--- src/hdl/rrte_pkg.sv ---
// Shared types and constants for the RIP route table engine.
package rrte_pkg;

  localparam int MAX_RESULTS = 32;
  localparam int RES_W       = 6;
  localparam int QUEUE_DEPTH = 2;
  localparam int QUEUE_AW    = 1;

  localparam logic [4:0] METRIC_INF = 5'd16;
  localparam logic [1:0] IFACE_NONE = 2'd2;
  localparam logic [2:0] AGE_MAX    = 3'd7;

  localparam logic [1:0] OP_LEARN  = 2'd0;
  localparam logic [1:0] OP_TICK   = 2'd1;
  localparam logic [1:0] OP_ADVERT = 2'd2;
  localparam logic [1:0] OP_UNUSED = 2'd3;

  localparam logic [3:0] ST_IGNORED   = 4'd0;
  localparam logic [3:0] ST_UNCHANGED = 4'd1;
  localparam logic [3:0] ST_REVIVED   = 4'd2;
  localparam logic [3:0] ST_IMPROVED  = 4'd3;
  localparam logic [3:0] ST_INSERTED  = 4'd4;
  localparam logic [3:0] ST_FULL      = 4'd5;
  localparam logic [3:0] ST_TICK_DONE = 4'd6;
  localparam logic [3:0] ST_ADV_ENTRY = 4'd7;
  localparam logic [3:0] ST_ADV_EMPTY = 4'd8;

  localparam logic [2:0] REG_IFACE0_ADDR = 3'd0;
  localparam logic [2:0] REG_IFACE0_MASK = 3'd1;
  localparam logic [2:0] REG_IFACE1_ADDR = 3'd2;
  localparam logic [2:0] REG_IFACE1_MASK = 3'd3;
  localparam logic [2:0] REG_TIMEOUT     = 3'd4;

  typedef struct packed {
    logic [1:0]  operation;
    logic [31:0] dest_addr;
    logic [31:0] dest_mask;
    logic [31:0] sender_addr;
    logic [31:0] recv_metric;
    logic        iface_select;
  } in_item_t;

  typedef struct packed {
    logic [3:0]  status;
    logic [31:0] route_prefix;
    logic [31:0] route_mask;
    logic [31:0] route_next_hop;
    logic [4:0]  route_metric;
    logic [1:0]  route_iface;
    logic        last_item;
  } out_item_t;

  typedef struct packed {
    logic [1:0][31:0] addr;
    logic [1:0][31:0] mask;
    logic [2:0]       timeout;
  } cfg_t;

  typedef enum logic [2:0] {
    CMD_IGNORE,
    CMD_LEARN,
    CMD_TICK,
    CMD_ADV,
    CMD_ADV_EMPTY
  } cmd_kind_t;

  typedef struct packed {
    cmd_kind_t   kind;
    logic [31:0] prefix;
    logic [31:0] mask;
    logic [31:0] sender;
    logic [4:0]  hops;
    logic [1:0]  iface;
    logic [31:0] sel_addr;
    logic [31:0] sel_mask;
    logic [2:0]  timeout;
  } cmd_t;

  typedef struct packed {
    logic [31:0] prefix;
    logic [31:0] mask;
    logic [31:0] next_hop;
    logic [4:0]  metric;
    logic [1:0]  iface;
  } entry_t;

endpackage

--- src/hdl/rrte_front.sv ---
// Front end: accepts requests and turns them into table commands.
module rrte_front #(
  parameter int NUM_IFACES = 2
) (
  input  logic              in_valid,
  output logic              in_stall,
  input  rrte_pkg::in_item_t in_data,
  input  rrte_pkg::cfg_t    cfg,
  input  logic              q_full,
  output logic              q_push,
  output rrte_pkg::cmd_t    q_data
);
  import rrte_pkg::*;

  logic [32:0] dist33;
  logic        ignored;
  logic [1:0]  ifc;
  logic        sel_bad;
  logic        has_cmd;

  assign in_stall = q_full;
  assign dist33   = {1'b0, in_data.recv_metric} + 33'd1;
  assign ignored  = dist33 >= 33'd16;
  assign sel_bad  = 32'(in_data.iface_select) >= 32'(NUM_IFACES);

  always_comb begin
    ifc = IFACE_NONE;
    for (int i = 1; i >= 0; i--) begin
      if (i < NUM_IFACES &&
          (in_data.sender_addr & in_data.dest_mask) == (cfg.addr[i] & in_data.dest_mask)) begin
        ifc = 2'(i);
      end
    end
  end

  always_comb begin
    has_cmd         = 1'b1;
    q_data.kind     = CMD_TICK;
    q_data.prefix   = in_data.dest_addr & in_data.dest_mask;
    q_data.mask     = in_data.dest_mask;
    q_data.sender   = in_data.sender_addr;
    q_data.hops     = dist33[4:0];
    q_data.iface    = ifc;
    q_data.sel_addr = cfg.addr[in_data.iface_select];
    q_data.sel_mask = cfg.mask[in_data.iface_select];
    q_data.timeout  = cfg.timeout;
    case (in_data.operation)
      OP_LEARN:  q_data.kind = ignored ? CMD_IGNORE : CMD_LEARN;
      OP_TICK:   q_data.kind = CMD_TICK;
      OP_ADVERT: q_data.kind = sel_bad ? CMD_ADV_EMPTY : CMD_ADV;
      default:   has_cmd = 1'b0;
    endcase
  end

  // unknown operations are taken and dropped here
  assign q_push = in_valid && !q_full && has_cmd;

endmodule

--- config.mk ---
export PLATFORM = sky130hd
export DESIGN_NAME = rrte_front
export DESIGN_NICKNAME = d
export VERILOG_FILES = /design/src/hdl/rrte_pkg.sv /design/src/hdl/rrte_front.sv
export SDC_FILE = /design/constraint.sdc
export NUM_CORES = 1
export LEC_CHECK = 0
export BUFFER_PORTS_ARGS = -buffer_cell sky130_fd_sc_hd__buf_4
export CAP_MARGIN = 20
export CORE_AREA = 2 2 171 173
export DETAILED_ROUTE_END_ITERATION = 7
export DIE_AREA = 0 0 173 175
export MAX_ROUTING_LAYER = met4
export SYNTH_ARGS = -nofsm -noshare
export SYNTH_HDL_FRONTEND = slang
export SYNTH_SLANG_ARGS = --single-unit
--- constraint.sdc ---
create_clock -name vclk -period 7.1
set_input_delay 1.42 -clock vclk [all_inputs]
set_output_delay 1.42 -clock vclk [all_outputs]
set_load 0.02 [all_outputs]
==> results.yml <==
sta:
  setup_total_negative_slack_ps: 0
  slew_at_the_pin_closest_to_its_max_slew_limit_ps: 909
  max_freq_mhz: 201
  number_of_slew_limit_violations_in_the_final_report: 0
  period_minus_slack_ps: 4980
  grt_setup_unrepaired: "no"
  final.period_utilization_pct: 70.2
  maxSlewHeadroom_pct: 39.4
  timing.final.setup_violations: 0
  report.final.hold_viol_count: 0
synthesis:
  seq_area_frac_synth_pct: 0
  post_synth_fa_ha_maj_area_fraction_pct: 0.784
  synth_largest_area_cell: "mux2_2"
  total_of_warnings_raised_by_yosys: 0
  synth.area.mux_share_pct: 24.7
  yosys.cell_count.top_type: "buf_4"
  xor_xnor_portion_of_the_synthesized_cell_area_pct: 20.3
  largest_family_of_logic_cells_by_synthesized_area: "multiplexers"
  syn-instance-count: 409
  synth_top_cells_by_count: "69 x buf_4, 68 x xor2_1, 64 x mux2_2, 32 x a22oi_1, 32 x and2_1"
  netlist_top_cells_area: "mux2_2 23%, xor2_1 19%, buf_4 16%"
  area_fraction_in_compound_gates_after_synthesis_pct: 12.7
  syn_avg_cell_area_um2: 7.80
  syn_area_um2: 3190
  synth.top_cell.area_share_pct: 22.6
  synthesis.nets: 675
  netlist-cell-type-count: 48
  share_of_synthesized_cell_area_in_and_or_nand_and_nor_gates_pct: 22.9
floorplanning:
  die-width_um: 173
  pin_count: 439
  die-area_um2: 30300
  placeable_core_region_um2: 28400
  initial_core_util_pct: 11.2
  chipHeight_um: 175
  rows: 62
layout:
  clock_buffer_count: 0
  fin_nets: 1030
  fill_cells: 3207
  final-seq-area_um2: 0
  area_growth_pct: 99.3
  drive_above_1_share_pct: 66.5
  layout.sequential_cells: 0
placed_design:
  detailedPlacementHpwl_mm: 22.4
  numPortBuffers: 432
  place_congestion: 0.930
global_routing:
  via_count_of_the_first_global_routing_pass: 4534
  grt_first_pass_wirelength_mm: 33.3
  overall_global_routing_resource_usage_pct: 15.3
  globalRouteOverflowTotal: 0
  grt_start_max_net_pins: 65
  grt_antenna_before_repair: 1
worst_hold_path:
  hold_end: "q_data[1]"
  min_from: "cfg[1]"
  hold-path-cell-count: 0
  class_of_the_most_critical_hold_timing_path: "in -> out"
detailed_routing:
  drc: 0
  wirelength_mm: 24.6
  wl_met3_mm: 2.66
  antenna_left: 0
  number_of_vias_in_the_routed_layout: 4507
  drtPass1Iterations: 4
  routedLengthMet1_mm: 10.5
  first_iter_violations: 201
  met2_wirelength_mm: 10.8
  topRoutingLayerUsed: "met4"
  route.detailed.wl_per_inst_um: 21.4
  avgViaCountPerCell: 3.93
setup_path:
  ws_path_type: "in -> out"
  worst-path-max-fanout: 9
  critical_path_arrival_ps: 3560
  crit_path_start_kind: "primary input"
  element_type_at_the_critical_path_end: "output port"
  worst_ep_required_time_ps: 5680
power:
  totalPowerFinal_mw: 0.479
  power.leakage_nw: 3.08
  vdd_drop_max_mv: 0.0333
  power.density_cell_area_nw_per_um2: 75.3
cts:
  holdBufCountCts: 0
  cts.repair_timing.setup_buffer_count: 0
  post_cts_resized: 0
status:
  result_of_the_run: "finished, final reports clean"
job:
  cap_violations: 0
-- per-stage QoR --
| stage | setup WS (ps) | hold WS (ps) | util [%] | cell area [um2] | std cells |
|---|---|---|---|---|---|
| detailed placement | 2140 | 2840 | 22.4 | 6350 | 1146 |
| CTS | 2140 | 2840 | 22.4 | 6350 | 1146 |
| global placement | 2170 | 2840 | 22.4 | 6350 | 1146 |
| global route | 1860 | 2840 | 22.4 | 6360 | 1147 |
| finish | 2120 | 2840 | 22.4 | 6360 | 1147 |
| floorplan | 2430 | 2920 | - | 3190 | 409 |
-- critical path: stages --
cell	delay, ps
buf_4	130
nand4_2	200
nor3_2	420
mux2_1	370
a2bb2oi_1	130
nor4_1	350
nand3_1	150
o32ai_2	210
buf_4	180
-- where the power goes --
part | internal [mW] | leakage (nW) | switching, mW | total (mW)
clock | 0.0000000191 | 0.00000634 | 0 | 0.0000000191
combinational | 0.233 | 3.08 | 0.246 | 0.479
sequential | 0 | 0 | 0 | 0
total | 0.233 | 3.08 | 0.246 | 0.479
-- area by class of cell --
cell class / instances / area (um2) / area share (%)
antenna: 1 / 2.50 / 0.0394
inverter: 8 / 30.0 / 0.472
multi-input combinational: 322 / 2600 / 40.9
timing repair buffer: 432 / 3240 / 51.0
tap: 384 / 480 / 7.56
-- cells by family (layout without fill, tap and decap cells) --
logic type / count (synthesis) / after routing
AOI/OAI and AO/OA: 56 / 56
xor gates and xnor gates: 74 / 74
adders and majority gates: 2 / 2
buffers and inverters: 87 / 440
muxes: 70 / 70
other: 1 / 2
and+or+nand+nor: 119 / 119
-- worst max path at each step --
stage | start | endpoint | slack (ps) | depth (start not counted)
global placement | in_data[4] | q_data[170] | 2170 | 9
CTS | in_data[4] | q_data[170] | 2140 | 9
detailed placement | in_data[4] | q_data[170] | 2140 | 9
floorplan | in_data[3] | q_data[170] | 2430 | 8
finish | in_data[4] | q_data[170] | 2120 | 9
global route | in_data[1] | q_data[170] | 1860 | 10
-- cells in the final DEF, fill, tap and decap left out, drive strengths merged, types with 2 or more instances in the layout --
cell type,netlist,final
and3,6,6
nand4,20,20
ha,2,2
xor2,68,68
nor3b,2,2
nand2b,3,3
a211oi,2,2
nand3,16,16
o21ai,9,9
nand2,9,9
and2,32,32
a22oi,32,32
xnor2,6,6
a311oi,2,2
nor3,5,5
a21oi,3,3
mux2,67,67
nor2,12,12
buf,72,432
mux2i,3,3
nor4,8,8
inv,8,8
a31oi,2,2
-- metal layers --
metal | vias to the layer above | track usage (%)
li1 | 2123 | -
met1 | 2111 | 19.2
met2 | 257 | 23.1
met3 | 16 | 6.16
met4 | 0 | 3.18
met5 | - | -
Power figures use the tool's default switching activity.
