--- config.mk ---
export PLATFORM = sky130hd
export DESIGN_NAME = rrte_cmd_queue
export DESIGN_NICKNAME = d
export VERILOG_FILES = /design/src/hdl/rrte_pkg.sv /design/src/hdl/rrte_cmd_queue.sv
export SDC_FILE = /design/constraint.sdc
export NUM_CORES = 1
export LEC_CHECK = 0
export ABC_CLOCK_PERIOD_IN_PS = 9340
export BUFFER_PORTS_ARGS = -buffer_cell sky130_fd_sc_hd__clkbuf_2
export CORE_UTILIZATION = 40
export CTS_CLUSTER_DIAMETER = 50
export DETAILED_ROUTE_END_ITERATION = 8
export GPL_ROUTABILITY_DRIVEN = 0
export PLACE_DENSITY = 0.75
export REMOVE_ABC_BUFFERS = 1
export SETUP_SLACK_MARGIN = 0.15
export SYNTH_ARGS = -nofsm -noshare
export SYNTH_HDL_FRONTEND = slang
export SYNTH_SLANG_ARGS = --single-unit
--- constraint.sdc ---
create_clock -name clk -period 9.34 [get_ports clk]
set_input_delay 0.934 -clock clk [delete_from_list [all_inputs] [get_ports clk]]
set_output_delay 0.934 -clock clk [all_outputs]
set_load 0.05 [all_outputs]
--- src/hdl/rrte_pkg.sv ---
// Shared types and constants for the RIP route table engine.
package rrte_pkg;

  localparam int MAX_RESULTS = 32;
  localparam int RES_W       = 6;
  localparam int QUEUE_DEPTH = 2;
  localparam int QUEUE_AW    = 1;

  localparam logic [4:0] METRIC_INF = 5'd16;
  localparam logic [1:0] IFACE_NONE = 2'd2;
  localparam logic [2:0] AGE_MAX    = 3'd7;

  localparam logic [1:0] OP_LEARN  = 2'd0;
  localparam logic [1:0] OP_TICK   = 2'd1;
  localparam logic [1:0] OP_ADVERT = 2'd2;
  localparam logic [1:0] OP_UNUSED = 2'd3;

  localparam logic [3:0] ST_IGNORED   = 4'd0;
  localparam logic [3:0] ST_UNCHANGED = 4'd1;
  localparam logic [3:0] ST_REVIVED   = 4'd2;
  localparam logic [3:0] ST_IMPROVED  = 4'd3;
  localparam logic [3:0] ST_INSERTED  = 4'd4;
  localparam logic [3:0] ST_FULL      = 4'd5;
  localparam logic [3:0] ST_TICK_DONE = 4'd6;
  localparam logic [3:0] ST_ADV_ENTRY = 4'd7;
  localparam logic [3:0] ST_ADV_EMPTY = 4'd8;

  localparam logic [2:0] REG_IFACE0_ADDR = 3'd0;
  localparam logic [2:0] REG_IFACE0_MASK = 3'd1;
  localparam logic [2:0] REG_IFACE1_ADDR = 3'd2;
  localparam logic [2:0] REG_IFACE1_MASK = 3'd3;
  localparam logic [2:0] REG_TIMEOUT     = 3'd4;

  typedef struct packed {
    logic [1:0]  operation;
    logic [31:0] dest_addr;
    logic [31:0] dest_mask;
    logic [31:0] sender_addr;
    logic [31:0] recv_metric;
    logic        iface_select;
  } in_item_t;

  typedef struct packed {
    logic [3:0]  status;
    logic [31:0] route_prefix;
    logic [31:0] route_mask;
    logic [31:0] route_next_hop;
    logic [4:0]  route_metric;
    logic [1:0]  route_iface;
    logic        last_item;
  } out_item_t;

  typedef struct packed {
    logic [1:0][31:0] addr;
    logic [1:0][31:0] mask;
    logic [2:0]       timeout;
  } cfg_t;

  typedef enum logic [2:0] {
    CMD_IGNORE,
    CMD_LEARN,
    CMD_TICK,
    CMD_ADV,
    CMD_ADV_EMPTY
  } cmd_kind_t;

  typedef struct packed {
    cmd_kind_t   kind;
    logic [31:0] prefix;
    logic [31:0] mask;
    logic [31:0] sender;
    logic [4:0]  hops;
    logic [1:0]  iface;
    logic [31:0] sel_addr;
    logic [31:0] sel_mask;
    logic [2:0]  timeout;
  } cmd_t;

  typedef struct packed {
    logic [31:0] prefix;
    logic [31:0] mask;
    logic [31:0] next_hop;
    logic [4:0]  metric;
    logic [1:0]  iface;
  } entry_t;

endpackage

--- src/hdl/rrte_cmd_queue.sv ---
// Short command queue between front and back ends.
module rrte_cmd_queue (
  input  logic           clk,
  input  logic           rst_n,
  input  logic           push,
  input  rrte_pkg::cmd_t push_data,
  output logic           full,
  input  logic           pop,
  output logic           valid,
  output rrte_pkg::cmd_t pop_data
);
  import rrte_pkg::*;

  cmd_t                slots_r [QUEUE_DEPTH];
  logic [QUEUE_AW-1:0] wp_r, rp_r;
  logic [QUEUE_AW:0]   cnt_r;

  assign full     = cnt_r == (QUEUE_AW+1)'(QUEUE_DEPTH);
  assign valid    = cnt_r != '0;
  assign pop_data = slots_r[rp_r];

  always_ff @(posedge clk) begin
    if (push) slots_r[wp_r] <= push_data;
  end

  always_ff @(posedge clk) begin
    if (!rst_n) begin
      wp_r  <= '0;
      rp_r  <= '0;
      cnt_r <= '0;
    end else begin
      if (push) wp_r <= wp_r + 1'b1;
      if (pop)  rp_r <= rp_r + 1'b1;
      cnt_r <= cnt_r + (QUEUE_AW+1)'(push) - (QUEUE_AW+1)'(pop);
    end
  end

endmodule

==> results of run 1 <==
## placed cells by master, fill, tap and decap left out
| master | n |
|---|---|
| clkinv_1 | 7 |
| inv_1 | 2 |
| clkbuf_16 | 41 |
| buf_12 | 1 |
| and2_1 | 3 |
| bufinv_16 | 4 |
| inv_8 | 1 |
| or2_2 | 1 |
| xor2_1 | 1 |
| buf_4 | 4 |
| ha_1 | 2 |
| dfxtp_4 | 1 |
| clkinv_2 | 4 |
| dfxtp_1 | 4 |
| clkbuf_1 | 9 |
| nor2b_1 | 3 |
| edfxtp_1 | 346 |
| xnor3_1 | 1 |
| o21a_1 | 1 |
| nor2b_4 | 1 |
| clkinv_4 | 2 |
| clkbuf_2 | 351 |
| clkinvlp_4 | 2 |
| mux2_2 | 173 |
| and2_4 | 1 |
## worst max-delay path, stage by stage, from the launching register on
cell	delay [ps]
dfxtp_4	630
buf_4	750
mux2_2	450
clkbuf_2	250
## kinds of logic (layout without fill, tap and decap cells)
logic type	Yosys count	after routing	share of synthesized area [%]
buf+inv	21	428	2.02
fa+ha+maj	2	2	0.195
xor+xnor	2	2	0.244
flops	351	351	81.8
compound gates	1	1	0.0586
simple gates	9	9	0.439
mux	173	173	15.2
## power groups by stage
stage          clock network (µW)  registers, µW  logic, µW
2_1_floorplan                   0           1900        432
3_3_place_gp                    0           1880        584
3_5_place_dp                    0           1880        590
4_1_cts                      1530           1850        592
5_1_grt                      1590           1860        613
6_report                     1490           1850        585
## synth_stat cells, drive strengths merged
| cell | n |
|---|---|
| buf | 4 |
| inv | 2 |
| nor2b | 4 |
| or2 | 1 |
| xor2 | 1 |
| and2 | 4 |
| dfxtp | 5 |
| edfxtp | 346 |
| clkbuf | 15 |
| xnor3 | 1 |
| ha | 2 |
| mux2 | 173 |
| o21a | 1 |
## worst max path at each step
stage                    endpoint  slack, ps  depth (start not counted)
finish              pop_data[125]       5700                          3
global route        pop_data[114]       5540                          3
CTS                 pop_data[125]       5610                          3
detailed placement  pop_data[125]       6140                          3
global placement     pop_data[46]       6140                          3
floorplan           slots_r[0][0]        180                          1
## stage by stage
step | instances | cell area (µm²) | total power [µW] | hold WS, ps | utilization [%]
6_report | 1368 | 16200 | 3930 | 586 | 51.2
5_1_grt | 1368 | 16200 | 4050 | 593 | 51.2
4_1_cts | 1368 | 16200 | 3970 | 588 | 51.2
3_5_place_dp | 1298 | 14900 | 2470 | 568 | 47.2
3_3_place_gp | 1298 | 14900 | 2460 | 557 | 47.2
2_1_floorplan | 540 | 12600 | 2340 | 555 | -
## cell type report
type / count / area (µm²)
Sequential cell: 351 / 10500
Fill cell: 2570 / 15400
Clock inverter: 20 / 210
Inverter: 2 / 7.51
Clock buffer: 50 / 1060
Tap cell: 402 / 503
Multi-Input combinational cell: 187 / 2080
Timing Repair Buffer: 356 / 1810
## sequential cells by signal, summed over array words and instances (netlist names), named ones only
name and cells:
rp_r 1, slots_r 346, cnt_r 2, wp_r 1
## per-layer routing
| layer | global-route usage (%) | vias up | wire length (µm) |
|---|---|---|---|
| met3 | 4.43 | 58 | 1790 |
| li1 | - | 2992 | - |
| met1 | 16.9 | 3217 | 9430 |
| met2 | 25.1 | 253 | 12600 |
| met4 | 6.17 | 0 | 889 |
| met5 | 0 | - | 0 |
==> summary.md, run 1 <==
| Metric | Value |
|---|---|
| Avg Inst Size Synth | `about 23 µm²` |
| Nets | `approximately 1100` |
| NetSw | `~1000 µW` |
| Worst setup SP type | `flop` |
| Yosys warns | `0` |
| Via density | `4.77` |
| Worst reg-to-reg path cell count | `2` |
| Pre-CTS setup slack | `6140 ps` |
| Top cell type's share of synthesized area | `between 80% and 90%` |
| Total Routing Usage GR | `14.6%` |
| Number of library cell types mapped by synthesis | `13` |
| Drt initial violations | `approximately 300` |
| Postcts setup bufs | `0` |
| Rel. slew slack | `a little under a third` |
| WP data required | `8410 ps` |
| Drt pass-1 iters | `4` |
| Worst hold path depth | `2` |
| Period minus WS final | `between 3000 and 4000 ps` |
| Power density over the cells | `between 200 and 250 nW/µm²` |
| Clk sinks | `around 350` |
| Port bufs | `~350` |
| Worst-skew pair later-pin latency | `around 500 ps` |
| Post-synthesis sequential area ratio | `approximately four fifths` |
| Leakage | `0.00611 µW` |
| Die X | `181 µm` |
| Layout cells sized above 1 | `between 60% and 70%` |
| Die ar. | `32800 µm²` |
| Pint | `2900 µW` |
| Post-route ant nets | `0` |
| Final setup viols | `0` |
| Sw frac | `a little over a quarter` |
| Yosys reg bits | `approximately 350` |
| CP Capture Type | `primary output` |
| Maximum vdd drop | `approximately 0.00019 V` |
| WL/cell | `18.1 µm` |
| Syn Inst Count | `about 560` |
| Kind of critical path | `flop to primary output` |
| WP data arrival | `~2700 ps` |
| Status | `complete, no violations` |
| Ranking of synthesized cells by area | `edfxtp_1 81%, mux2_2 15%, clkbuf_8 1.6%` |
| Detailed-route wire length | `24700 µm` |
| Fmax | `roughly 270 MHz` |
| I/O pins | `352` |
| Clk pwr share | `between 30% and 40%` |
| Die Ht | `roughly 180 µm` |
| R2R setup slack | `just over 7000 ps` |
| Cts hold-fix bufs | `0` |
| CTS Root Cell | `clkbuf_16` |
| Slew Limit Fails | `0` |
| Core area | `about 32000 µm²` |
| CTS buffer count | `39` |
| Initial antenna violation count | `0` |
| Max Cap Violations | `0` |
| Vias in the first global route | `around 6700` |
| Initial Util | `between 40 and 50%` |
| Setup Skew | `6.82 ps` |
| Residual DRC | `0` |
| Cts repair resizes | `0` |
| Yosys top cell by area | `edfxtp_1` |
| Reg2reg end | `slots_r[1][80]` |
| Gate power share | `between 10 and 15%` |
| Final worst-path cycle share | `38.9%` |
| Seq pwr share | `47.1%` |
| R2R Path Start | `wp_r` |
| Clock transition at the registers of the reported paths | `roughly 50 ps` |
| Area grow syn2layout | `26.1%` |
| Slew @ Worst Pin | `1030 ps` |
| Row count | `between 60 and 70` |
| First-pass GRT wire length | `about 37000 µm` |
| Dpl hpwl | `16000 µm` |
| Largest net degree at the start of global routing | `175` |
| CTS tree | `done` |
| Hold path startpoint | `rp_r` |
| RSZ-0062 raised after global routing | `false` |
| Vias | `6520` |
| Final Hold Vio Count | `0` |
| CTS H-Tree Depth | `2` |
| ANT cells | `0` |
| Grt ovf | `0` |
| Clock Tree Buf Depth | `3` |
| Worst hold path type | `flop to flop` |
| Mapped Area | `roughly 13000 µm²` |
| CP max FO | `~70` |
| Setup TNS | `0 ps` |
| Fin worst setup slack | `~5700 ps` |
Note: power is estimated with default switching activity, not from simulation.
==> run 2, diff against run 1 <==
Settings changed: ABC_AREA set to 1, ABC_CLOCK_PERIOD_IN_PS 9340 to 3700, PLACE_DENSITY 0.75 to 0.73.
Clock period 9.34 ns to 3.7 ns, I/O delays scaled along.
==> run 2 against run 1 <==
Compared with the run above:
- global-route usage rose by 0.25 points
- sequential share of layout area fell by 0.56 points
- via count rose by 0.23%
- register-to-register slack got worse by 5300 ps
- critical endpoint is now pop_data[115]
- largest cell class unchanged
==> summary.md, run 2 <==
| Metric | Value |
|---|---|
| CTS H-Tree Depth | `2` |
| R2R Path Start | `wp_r` |
| Mapped Area | `roughly 13000 µm²` |
| Ranking of synthesized cells by area | `edfxtp_1 81%, mux2_2 15%, clkbuf_8 1.6%` |
| Slowest stage delay, CP | `roughly 850 ps` |
| Worst-skew pair later-pin latency | `approximately 500 ps` |
| WP data required | `3330 ps` |
| Layout cells sized above 1 | `60.6%` |
| Final setup viols | `0` |
| Final worst-path cycle share | `between 70% and 80%` |
| ANT cells | `0` |
| I/O pins | `352` |
| Postcts setup bufs | `0` |
| Power density over the cells | `607 nW/µm²` |
| Row count | `65` |
| Port bufs | `around 350` |
| Die ar. | `32800 µm²` |
| Largest net degree at the start of global routing | `approximately 110` |
| Total Routing Usage GR | `between 10% and 20%` |
| WL/cell | `18.0 µm` |
| Period minus WS final | `between 2000 and 3000 ps` |
| Vias in the first global route | `around 6900` |
| Number of library cell types mapped by synthesis | `11` |
| Residual DRC | `0` |
| WP buf/inv | `2` |
| CP cell instances | `buf_4 > mux2_2 > clkbuf_2` |
| Detailed-route wire length | `about 25000 µm` |
| Slowest-stage cell, CP | `dfxtp_4` |
| Async SR Flop Fraction | `0%` |
| Count leader, synth | `edfxtp_1` |
| Register area | `about 10000 µm²` |
| Footprint of the multi-input gates | `2050 µm²` |
| Post-synth EDFFs | `346` |
| Slew @ Worst Pin | `between 800 and 900 ps` |
| Worst reg-to-reg path cell count | `3` |
| Most frequent cells in the layout | `351 x clkbuf_2, 346 x edfxtp_1, 173 x mux2_2` |
| Dpl cells | `roughly 1300` |
| Yosys reg bits | `between 300 and 400` |
| Most common cell after layout, fill and taps aside | `clkbuf_2` |
| Max reg flops | `roughly 350` |
| CTS Root Cell | `clkbuf_16` |
| Yosys top cell by area | `edfxtp_1` |
| Initial antenna violation count | `1` |
| Drt initial violations | `around 240` |
| Leakage | `0.00621 µW` |
| Setup Skew | `around 14 ps` |
| Kind of critical path | `flop to primary output` |
| Drt pass-1 iters | `4` |
| Reg2reg end | `slots_r[1][123]` |
| Post-route ant nets | `0` |
| Post-route insts no fill | `1383` |
| Worst Setup EP | `pop_data[115]` |
| CTS buffer count | `39` |
| Post-synthesis sequential area ratio | `81.9%` |
| Synth Area in Simple Gates | `less than 1%` |
| CP max FO | `49` |
| Clock transition at the registers of the reported paths | `~60 ps` |
| Top delay family on crit path | `flip-flops` |
| Fmax | `around 360 MHz` |
| Nets | `between 1000 and 1500` |
| Cts repair resizes | `0` |
| Synth Area in XOR/XNOR | `0%` |
| Rel. slew slack | `a little over two fifths` |
| Adder-cell share of the synthesized area | `less than 1%` |
| Top cell type's share of synthesized area | `approximately 80%` |
| WP data arrival | `between 2000 and 2500 ps` |
| Slew Limit Fails | `0` |
| Biggest register | `slots_r` |
| Area grow syn2layout | `27.2%` |
| Avg Inst Size Synth | `around 22 µm²` |
| Worst hold path type | `primary input to flop` |
| Hold WS | `50.5 ps` |
| Final Core Density | `between 50% and 60%` |
| RSZ-0062 raised after global routing | `false` |
| First-pass GRT wire length | `37500 µm` |
| R2R setup slack | `between 1500 and 2000 ps` |
| Largest family of logic cells by synthesized area | `multiplexers` |
| Compound-gate portion of the synthesized area | `less than 1%` |
| Post-synthesis mux area share | `between 10% and 20%` |
| Status | `complete, no violations` |
| Maximum vdd drop | `0.000368 V` |
| Die X | `about 180 µm` |
| Initial Util | `around two fifths` |
| Final Hold Vio Count | `0` |
| Post-synth top flop | `edfxtp_1` |
| Top flop regs | `slots_r (346), cnt_r (2)` |
| CP Capture Type | `primary output` |
| Core area | `roughly 32000 µm²` |
| Clk sinks | `between 300 and 400` |
| Die Ht | `about 180 µm` |
| Grt ovf | `0` |
| Yosys warns | `0` |
| Cts hold-fix bufs | `0` |
| Critical path depth | `3` |
| Max Cap Violations | `0` |
| Syn Inst Count | `~570` |
| Clock Tree Buf Depth | `3` |
| CTS tree | `done` |
| Worst setup SP type | `flop` |
| Vias | `around 6500` |
| Via density | `around 4.7` |
| Post-synth top cells | `346 x edfxtp_1, 173 x mux2_2, 15 x clkbuf_8, 9 x nand2_1, 8 x nor2_1` |
| FILL cells | `approximately 2600` |
| Dpl hpwl | `roughly 17000 µm` |
run 2: cell types whose count changed in the layout (fill, tap and decap cells not counted), sizes merged, moves of 4 or more:
cell,change
clkinv,-5
nor2,+8
buf,+7
and2,-4
nor2b,-4
inv,+7
nand2,+9
run 2: area by class of cell:
cell class	count	share of cell area, %
clock buffer	49	6.48
clock inverter	17	1.54
inverter	7	0.192
multi-input combinational	194	12.6
sequential	351	64.4
tap	402	3.09
timing repair buffer	363	11.7
run 2: layer usage:
| metal | part of all wire, % | vias up | track usage (%) |
|---|---|---|---|
| met2 | 50 | 249 | 25.8 |
| met5 | 0.052 | - | 0 |
| met3 | 7.6 | 43 | 4.62 |
| li1 | - | 3035 | - |
| met4 | 2.3 | 2 | 4.98 |
| met1 | 40 | 3206 | 17.4 |
run 2: how the worst min path moves through the flow:
stage | from | to | slack (ps) | cells after the start
after floorplan | rp_r | flop | 460 | 2
after global placement | rp_r | flop | 470 | 2
after detailed placement | rp_r | flop | 490 | 2
after CTS | push_data[48] | slots_r[1][48] | 20 | 1
after global routing | push_data[48] | slots_r[0][48] | 30 | 1
final | push_data[48] | slots_r[0][48] | 50 | 1
run 2: metrics by stage:
stage	setup WS (ps)	power (µW)	setup TNS, ps	cell area (µm²)
after floorplan	-4650	5750	-1186640	12600
after global placement	1460	6060	0	15000
after detailed placement	1430	6090	0	15000
after CTS	876	10000	0	16300
after global routing	797	10200	0	16300
final	939	9890	0	16300
run 2: power by group:
part	internal, µW	leakage [µW]	switching, µW
registers	4610	0.00329	61.9
clock network	2440	0.000641	1450
logic	368	0.00228	956
run 2: cells by family (layout without fill, tap and decap cells):
group / count (synthesis) / in the layout
compound gates: 1 / 1
fa+ha+maj: 2 / 2
buf+inv: 26 / 436
flops: 351 / 351
mux: 173 / 173
simple gates: 18 / 18
==> run 3, diff against run 2 <==
Settings changed: ABC_CLOCK_PERIOD_IN_PS 3700 to 2700.
Clock period 3.7 ns to 2.7 ns, I/O delays scaled along.
==> run 3 against run 2 <==
Compared with the run above:
- clock power is 32% higher
- global-route usage rose by 2.0 points
- first-iteration DRC count rose by 44%
- critical path depth is the same
- clock skew is 2.8 ps lower
- via count grew 12%
- wire length is 13% higher
- non-clock buffer count increased by 174
- largest power group unchanged
==> summary.md, run 3 (synthesis results as in run 2) <==
| Metric | Value |
|---|---|
| Clk pwr share | `37.8%` |
| Drt initial violations | `~350` |
| Hold path startpoint | `push` |
| Final Hold Vio Count | `0` |
| Fin worst setup slack | `roughly 290 ps` |
| Leakage | `between 0.006 and 0.007 µW` |
| Final worst-path cycle share | `around nine tenths` |
| Slew Limit Fails | `0` |
| Largest net degree at the start of global routing | `89` |
| Vias | `7331` |
| Slowest stage delay, CP | `between 600 and 700 ps` |
| Worst setup SP type | `flop` |
| Post-route ant nets | `0` |
| CTS Root Cell | `clkbuf_16` |
| Cts repair resizes | `0` |
| Initial Util | `40.6%` |
| Final setup viols | `0` |
| Footprint of the multi-input gates | `a little over 2000 µm²` |
| CP Capture Type | `primary output` |
| Clock Tree Buf Depth | `3` |
| WL/cell | `18.0 µm` |
| Nets | `about 1300` |
| Residual DRC | `0` |
| Drt pass-1 iters | `6` |
| Pint | `9990 µW` |
| R2R Path Start | `wp_r` |
| First-pass GRT wire length | `roughly 43000 µm` |
| Maximum vdd drop | `about 0.00077 V` |
| Port bufs | `around 350` |
| Fmax | `between 400 and 500 MHz` |
| Clock transition at the registers of the reported paths | `roughly 60 ps` |
| Grt ovf | `0` |
| Worst-skew pair later-pin latency | `510 ps` |
| WP data required | `between 2000 and 2500 ps` |
| Clk sinks | `between 300 and 400` |
| CTS buffer count | `41` |
| Die Ht | `around 180 µm` |
| Row count | `65` |
| Pre-CTS setup slack | `between 700 and 800 ps` |
| Power density over the cells | `753 nW/µm²` |
| CP cell instances | `buf_12 > mux2_2 > clkbuf_2` |
| Worst hold path type | `primary input to flop` |
| Max reg flops | `~350` |
| Rel. slew slack | `roughly 64%` |
| FILL cells | `~2400` |
| Slowest-stage cell, CP | `dfxtp_4` |
| Core area | `about 32000 µm²` |
| Via density | `4.68` |
| Total Routing Usage GR | `16.9%` |
| Die X | `around 180 µm` |
| Final Core Density | `roughly 57%` |
| Layout cells sized above 1 | `between 50% and 60%` |
| Period minus WS final | `2410 ps` |
| Most frequent cells in the layout | `351 x clkbuf_2, 346 x edfxtp_1, 174 x dlygate4sd3_1` |
| I/O pins | `~350` |
| Slew @ Worst Pin | `between 500 and 600 ps` |
| Gate power share | `around 15%` |
| Status | `complete, no violations` |
| Most common cell after layout, fill and taps aside | `clkbuf_2` |
| CP max FO | `39` |
| Area grow syn2layout | `40.8%` |
| Register area | `10500 µm²` |
| CTS H-Tree Depth | `2` |
| Top flop regs | `slots_r (346), cnt_r (2)` |
| WP data arrival | `~2100 ps` |
| Initial antenna violation count | `2` |
| Biggest register | `slots_r` |
| Dpl hpwl | `16800 µm` |
| Setup Skew | `between 10 and 15 ps` |
| CTS tree | `done` |
| NetSw | `approximately 3600 µW` |
| Max Cap Violations | `0` |
| Kind of critical path | `flop to primary output` |
| Die ar. | `about 33000 µm²` |
| Seq pwr share | `around 47%` |
| Vias in the first global route | `7998` |
| Detailed-route wire length | `between 20000 and 30000 µm` |
| Sw frac | `26.5%` |
| RSZ-0062 raised after global routing | `false` |
[run 3: metrics by stage]
| step | total power (µW) | TNS (ps) | hold slack, ps | std cells | area, µm² |
|---|---|---|---|---|---|
| after global placement | 8320 | 0 | 459 | 1317 | 15000 |
| after CTS | 13700 | 0 | 25.5 | 1564 | 18000 |
| after detailed placement | 8350 | 0 | 463 | 1317 | 15000 |
| after global routing | 14100 | 0 | 62.8 | 1566 | 18000 |
| final | 13600 | 0 | 51.0 | 1566 | 18000 |
| after floorplan | 7880 | -1664900 | 363 | 552 | 12600 |
[run 3: metal layers]
metal	share of wire, %	wire (µm)	global-route usage (%)	vias up
met4	3.1	879	6.24	0
met1	38	10600	18.7	3562
li1	-	-	-	3401
met3	6.8	1920	4.43	68
met2	53	14800	30.8	300
met5	0	0	0	-
[run 3: cell type report]
class                      count  area share [%]
sequential                   351            58.2
timing repair buffer         537            20.4
inverter                       7           0.173
antenna                        2          0.0277
clock inverter                30            1.33
clock buffer                  43            5.73
multi-input combinational    194            11.4
tap                          402            2.79
[run 3: power groups by stage]
stage          Clock [µW]  Sequential [µW]  Combinational [µW]
4_1_cts              5270             6400                2060
2_1_floorplan           0             6580                1300
6_report             5140             6400                2060
3_3_place_gp            0             6500                1820
3_5_place_dp            0             6510                1840
5_1_grt              5480             6420                2150
[run 3: repair_timing]
action,CTS,global route
buffers inserted,0,0
hold endpoints to repair,348,0
hold buffers,174,0
[run 3: path summary, 6_finish.rpt]
check / endpoint / slack, ps / depth (start not counted)
setup reg to reg: slots_r[1][13] / 1060 / 3
setup / recovery: pop_data[124] / 290 / 3
hold / removal: wp_r / 50 / 3
hold reg to reg: rp_r / 500 / 2
[run 3: critical path: cells and delay by family (launching register included)]
family / cells / cell delay [ps]
flops: 1 / 650
buf+inv: 2 / 550
mux: 1 / 400
